[src/rtl/lbd_pkg.sv]
// Shared types and constants of the label boundary detector.
`timescale 1ns / 1ps

package lbd_pkg;

    localparam int CFG_INDEX_BITS = 2;
    localparam int CFG_DATA_BITS  = 11;
    localparam int CFG_SIZE_BITS  = 11;
    localparam int CFG_HALF_BITS  = 3;

    typedef enum logic [CFG_INDEX_BITS-1:0] {
        CFG_FRAME_WIDTH  = 2'd0,
        CFG_FRAME_HEIGHT = 2'd1,
        CFG_WINDOW_HALF  = 2'd2
    } t_cfg_index;

    localparam logic [CFG_SIZE_BITS-1:0] RST_FRAME_WIDTH  = 11'd1024;
    localparam logic [CFG_SIZE_BITS-1:0] RST_FRAME_HEIGHT = 11'd1024;
    localparam logic [CFG_HALF_BITS-1:0] RST_WINDOW_HALF  = 3'd1;

    localparam logic FUNC_PIXEL = 1'b0;
    localparam logic FUNC_DRAIN = 1'b1;

    typedef struct packed {
        logic boundary;
        logic row_end;
        logic frame_end;
    } t_result;

endpackage

[src/rtl/lbd_out_fifo.sv]
// Small result queue between the compare stage and the output channel.
`timescale 1ns / 1ps

module lbd_out_fifo #(
    parameter int DEPTH = 4
) (
    input  logic                       i_clk,
    input  logic                       i_rst_n,
    input  logic                       i_push,
    input  lbd_pkg::t_result           i_data,
    input  logic                       i_pop,
    output logic                       o_valid,
    output lbd_pkg::t_result           o_data,
    output logic [$clog2(DEPTH+1)-1:0] o_count
);

    import lbd_pkg::*;

    localparam int AW = $clog2(DEPTH);
    localparam int CW = $clog2(DEPTH + 1);

    t_result         r_mem [DEPTH];
    logic [AW-1:0]   r_wr;
    logic [AW-1:0]   r_rd;
    logic [CW-1:0]   r_count;
    logic [AW-1:0]   n_wr;
    logic [AW-1:0]   n_rd;
    logic [CW-1:0]   n_count;

    always_comb begin
        n_wr    = r_wr;
        n_rd    = r_rd;
        n_count = r_count;
        if (i_push) begin
            n_wr = (r_wr == AW'(DEPTH - 1)) ? '0 : r_wr + AW'(1);
        end
        if (i_pop) begin
            n_rd = (r_rd == AW'(DEPTH - 1)) ? '0 : r_rd + AW'(1);
        end
        case ({i_push, i_pop})
            2'b10:   n_count = r_count + CW'(1);
            2'b01:   n_count = r_count - CW'(1);
            default: n_count = r_count;
        endcase
    end

    always_ff @(posedge i_clk) begin
        if (!i_rst_n) begin
            r_wr    <= '0;
            r_rd    <= '0;
            r_count <= '0;
        end else begin
            r_wr    <= n_wr;
            r_rd    <= n_rd;
            r_count <= n_count;
        end
    end

    always_ff @(posedge i_clk) begin
        if (i_push) begin
            r_mem[r_wr] <= i_data;
        end
    end

    assign o_valid = (r_count != '0);
    assign o_data  = r_mem[r_rd];
    assign o_count = r_count;

endmodule

[config.mk]
export PLATFORM = sky130hd
export DESIGN_NAME = lbd_out_fifo
export DESIGN_NICKNAME = d
export VERILOG_FILES = /design/src/rtl/lbd_pkg.sv /design/src/rtl/lbd_out_fifo.sv
export SDC_FILE = /design/constraint.sdc
export NUM_CORES = 1
export LEC_CHECK = 0
export BUFFER_PORTS_ARGS = -buffer_cell sky130_fd_sc_hd__buf_2
export CORE_MARGIN = 2
export CORE_UTILIZATION = 40
export CTS_CLUSTER_DIAMETER = 80
export DETAILED_ROUTE_END_ITERATION = 10
export PLACE_DENSITY = 0.66
export SLEW_MARGIN = 20
export SYNTH_ARGS = -nofsm -noshare
export SYNTH_HDL_FRONTEND = slang
export SYNTH_SLANG_ARGS = --single-unit
[constraint.sdc]
create_clock -name i_clk -period 2.2 [get_ports i_clk]
set_clock_uncertainty 0.1 [all_clocks]
set_input_delay 0.44 -clock i_clk [delete_from_list [all_inputs] [get_ports i_clk]]
set_output_delay 0.44 -clock i_clk [all_outputs]
set_load 0.1 [all_outputs]
==> out/results.ini, run 1 <==
[worst_setup_path]
path_cells = mux4_2 > buf_2
critPathSlowestCell = mux4_2
start_kind = flip-flop
crit_path_max_incr_delay_ns = 0.53
cp.required_ns = 1.66
critPathCaptureType = output port
worstSetupPathType = flip-flop to output port
crit_fanout = 3
worstPathArrival_ns = 1.57

[min_path]
hold_class = input pin to flip-flop

[layout]
drive_above_1_share_pct = 28.38
final_common_cell = buf_2
n_antenna_cell = 0
fin_nets = 89
layout_common_cells = 13 x buf_2, 12 x edfxtp_1, 9 x dfxtp_1, 6 x ha_1
multi_input_area_um2 = 325.3
area_growth_syn_to_layout_pct = 14.57
fillCellCount = 184
seq_area_um2 = 540.5

[grt]
grt_start_max_net_pins = 13
grt_pass1_wl_mm = 2.152
grt_overflow = 0
grt_usage_pct = 11.70
grt_pass1_vias = 487
antenna_found_initial = 0

[floorplan]
die_h_um = 50.80
fp.dieW_um = 50.80
start_util_pct = 43.32
rows = 16
dieArea_mm2 = 0.002580
io_pins = 14
coreArea_mm2 = 0.002022

[clocking]
cts-root-buf = clkbuf_4
postCtsHoldBufs = 0
clkLatencyLatePin_ns = 0.29
clkTransAtPathRegs_ns = 0.11
cts.path.max_buffers = 2
clock_sinks = 21
numCtsBuffers = 3
cts_setup_buffers = 0
htreeDepth = 1
cts_resized = 0
cts_tree = done

[route]
antenna_left = 0
drc = 0
wl_per_cell_um = 12.48
vias = 466
routed_wl_mm = 1.260
drtIter0Drc = 6
drt_pre_antenna_iters = 2
viasPerCell = 4.614

[pwr]
cellPowerDensity_mw_per_mm2 = 902.3
finalPower_mw = 0.9055
static-leakage-power_nw = 0.4033
irDropWorstVdd_mv = 0.5755

[timing]
final_max_slew_viol_count = 0
worstMarginPinSlew_ns = 0.4836
hold_viol = 0
fin_crit_sh_pct = 95.83
layout_min_cycle_time_ns = 2.108
setup-violations-final = 0
slew-limit-headroom_pct = 67.98
fmax_mhz = 474.3
grt_setup_unrepaired = false
setup_tns_ns = 0

[synthesis]
seq_area_frac_synth_pct = 61.71
synth_mux_area_share_pct = 12.29
ys_types = 16
synth_top_area_share_pct = 41.14
synth_area_leaders = edfxtp_1 41%, dfxtp_1 21%, ha_1 8.6%
synthSimpleGateAreaFrac_pct = 9.857
syn_avg_cell_area_um2 = 15.37
synth_warnings = 0
synth_top_family_by_area = multiplexers
synth_top_cell_by_area = edfxtp_1
syn-instance-count = 57
synth_area_um2 = 875.8
synth_xor_area_share_pct = 2.000
yosys.area_share.adder_pct = 10.86
syn_nets = 71
synth_compound_area_share_pct = 2.000
ys_ff_latch = 21

[flow_run]
cap_violations = 0

[outcome]
status = finished clean

[place]
dp_hpwl_mm = 1.010
portBuffers = 13
gp_congestion = 0.6603

==> critical path, delay by kind of cell, from the launching register on <==
kind / cells / cell delay, ns
multiplexers: 1 / 0.53
buffers and inverters: 1 / 0.30
flip-flops: 1 / 0.44
==> through the flow <==
step | instance area (um2) | hold WS, ns | worst slack [ns] | std cells | util, %
final | 1003 | 0.2609 | 0.09185 | 101 | 49.63
after global routing | 1003 | 0.2564 | 0.01449 | 101 | 49.63
after CTS | 1003 | 0.2511 | 0.04682 | 101 | 49.63
after detailed placement | 975.9 | 0.4083 | 0.2052 | 97 | 48.27
after global placement | 975.9 | 0.3849 | 0.2365 | 97 | 48.27
after floorplan | 877.1 | 0.4125 | 0.07301 | 57 | -
==> logic make-up after synthesis <==
kind of cell	Yosys count
adder cells (fa/ha/maj)	7
buffers and inverters	3
AND/OR/NAND/NOR	14
XOR/XNOR	2
AO/OA/AOI/OAI	3
flip-flops	21
multiplexers	7
==> cell usage after synthesis (all sizes together) <==
cell,instances
edfxtp,12
dfxtp,9
ha,6
and2,5
nor2b,5
mux2i,4
inv,3
mux4,3
or3,2
xnor2,2
a21boi,1
a21oi,1
fa,1
nor2,1
nor3b,1
o21ai,1
==> state kept, by name, indices dropped and copies added, names as in the netlist, named ones only <==
register	count
r_wr	2
r_rd	2
o_count	3
r_mem	12
==> where the power goes <==
group	internal (mW)	switching, mW
registers	0.442	0.0211
clock network	0.0676	0.108
logic	0.0630	0.204
==> area by class of cell <==
class                      instances  share of cell area [%]
clock inverter                     1                  0.4988
timing repair buffer              13                   6.484
clock buffer                       3                   2.244
inverter                           3                   1.122
tap                               27                   3.367
sequential                        21                   53.87
multi-input combinational         33                   32.42
==> per-layer routing <==
layer / up-vias / share of wire, % / global-route usage [%]
met5: - / 0 / 0
met4: 0 / 0 / 5.405
met3: 0 / 4.0 / 2.679
met2: 10 / 50 / 20.18
met1: 220 / 46 / 13.73
li1: 236 / - / -
==> worst paths after layout <==
check | startpoint | end | slack (ns) | cells past startpoint
min reg2reg | o_count[2] | o_count[2] | 0.42 | 2
max reg2reg | o_count[0] | o_count[2] | 0.65 | 4
min | i_data[1] | r_mem[2][1] | 0.26 | 1
max | flip-flop | o_data[2] | 0.09 | 2
No activity file was read; power rests on OpenSTA's default activity.
==> run 2: changes to the inputs <==
CORE_ASPECT_RATIO = 1.25   (was default)
==> run 2 against run 1 <==
  * Sequential share of layout area is 0.47 points higher
  * Critical path depth stayed put
  * Maximum frequency is 0.93% higher
  * Combinational power hardly changed
  * Sequential power hardly changed
  * Total power is 0.28% higher
  * First-iteration DRC count is 50% lower
  * Hold slack worse by 0.0093 ns
  * Setup slack better by 0.019 ns
  * Cell area is 0.87% lower
  * Cell count is 6.9% lower
  * Critical path type unchanged
  * Largest cell class unchanged
==> out/results.ini, run 2 (same netlist as run 1, synthesis figures left out) <==
[layout]
seq_area_um2 = 540.5
fillCellCount = 185
area_growth_syn_to_layout_pct = 13.57
n_antenna_cell = 0
final_common_cell = buf_2
drive_above_1_share_pct = 28.38
largest_reg_flops = 12
top_register = r_mem
multi_input_area_um2 = 325.3
layout_common_cells = 13 x buf_2, 12 x edfxtp_1, 9 x dfxtp_1, 6 x ha_1
fin_nets = 89

[worst_setup_path]
worstSetupPathType = flip-flop to output port
critPathCaptureType = output port
start_kind = flip-flop
worstPathArrival_ns = 1.55
cp.required_ns = 1.66
crit_fanout = 3

[flow_run]
cap_violations = 0

[pwr]
p_clk_share_pct = 19.4
cellPowerDensity_mw_per_mm2 = 912.8
p_seq_share_pct = 51.0
combPwrFrac_pct = 29.6
static-leakage-power_nw = 0.4033
netSwitchingPower_mw = 0.3348
finalPower_mw = 0.9080
internal_power_mw = 0.5732
irDropWorstVdd_mv = 0.5750
switching_share_pct = 36.87

[clocking]
cts-root-buf = clkbuf_4
cts_setup_buffers = 0
cts_tree = done
numCtsBuffers = 3
cts.path.max_buffers = 2
cts_resized = 0
clkTransAtPathRegs_ns = 0.11
htreeDepth = 1
clkLatencyLatePin_ns = 0.30
clock_sinks = 21
postCtsHoldBufs = 0

[min_path]
hold_class = input pin to flip-flop

[route]
vias = 479
routed_wl_mm = 1.271
drt_pre_antenna_iters = 2
drc = 0
antenna_left = 0
wl_per_cell_um = 13.52
drtIter0Drc = 3
viasPerCell = 5.096

[floorplan]
fp.dieW_um = 45.86
dieArea_mm2 = 0.002582
die_h_um = 56.32
start_util_pct = 43.21
coreArea_mm2 = 0.002027
io_pins = 14
rows = 18

[timing]
final_max_slew_viol_count = 0
grt_setup_unrepaired = false
fin_crit_sh_pct = 94.95
hold_viol = 0
layout_min_cycle_time_ns = 2.089
setup-violations-final = 0
setup_tns_ns = 0
slew-limit-headroom_pct = 67.79
worstMarginPinSlew_ns = 0.4866
fmax_mhz = 478.7

[grt]
grt_overflow = 0
antenna_found_initial = 0
grt_pass1_vias = 465
grt_usage_pct = 11.31
grt_start_max_net_pins = 13
grt_pass1_wl_mm = 2.028

[place]
gp_congestion = 0.6512
dp_hpwl_mm = 1.001
portBuffers = 13

[outcome]
status = finished clean

==> run 2: cell counts in the layout (fill, tap and decap cells not counted) <==
Identical to the previous run, type by type.
==> run 2: area by class of cell <==
type,count,share of cell area [%]
repair buffers,13,6.541
clock buffers,3,2.264
multi-input cells,33,32.70
inverters,3,1.132
flip-flops and latches,21,54.34
well taps,20,2.516
clock inverters,1,0.5031
==> run 2: final timing paths <==
check	slack, ns	start	depth (start not counted)	to
worst max-delay path	0.11	flip-flop	2	o_data[2]
worst min-delay path	0.25	i_data[2]	1	r_mem[1][2]
worst max register to register	0.64	o_count[0]	4	o_count[2]
worst min register to register	0.44	o_count[2]	2	o_count[2]
==> run 2: through the flow <==
step / cells / area (um2) / hold WS [ns] / setup slack [ns] / util (%)
floorplan: 57 / 877.1 / 0.4125 / 0.07301 / -
global placement: 90 / 967.2 / 0.3848 / 0.2327 / 47.72
detailed placement: 90 / 967.2 / 0.4036 / 0.2111 / 47.72
CTS: 94 / 994.7 / 0.2426 / 0.06632 / 49.07
global route: 94 / 994.7 / 0.2396 / 0.001877 / 49.07
finish: 94 / 994.7 / 0.2517 / 0.1112 / 49.07
==> run 2: power by group through the flow <==
stage	clock network, mW	logic (mW)	registers (mW)
after floorplan	0	0.168	0.528
after global placement	0	0.265	0.472
after detailed placement	0	0.268	0.473
after CTS	0.187	0.270	0.464
after global routing	0.203	0.284	0.467
final	0.176	0.269	0.463
==> run 2: worst max-delay path, cell delays in order, from the launching register on <==
cell	delay, ns
dfxtp_1	0.44
mux4_2	0.51
buf_2	0.30
==> run 2: layer usage <==
| layer | up-vias | global-route usage [%] | share of wire (%) |
|---|---|---|---|
| met5 | - | 0 | 0 |
| met2 | 13 | 17.66 | 52 |
| met1 | 223 | 13.04 | 42 |
| li1 | 239 | - | - |
| met4 | 0 | 7.347 | 1.9 |
| met3 | 4 | 2.894 | 4.1 |
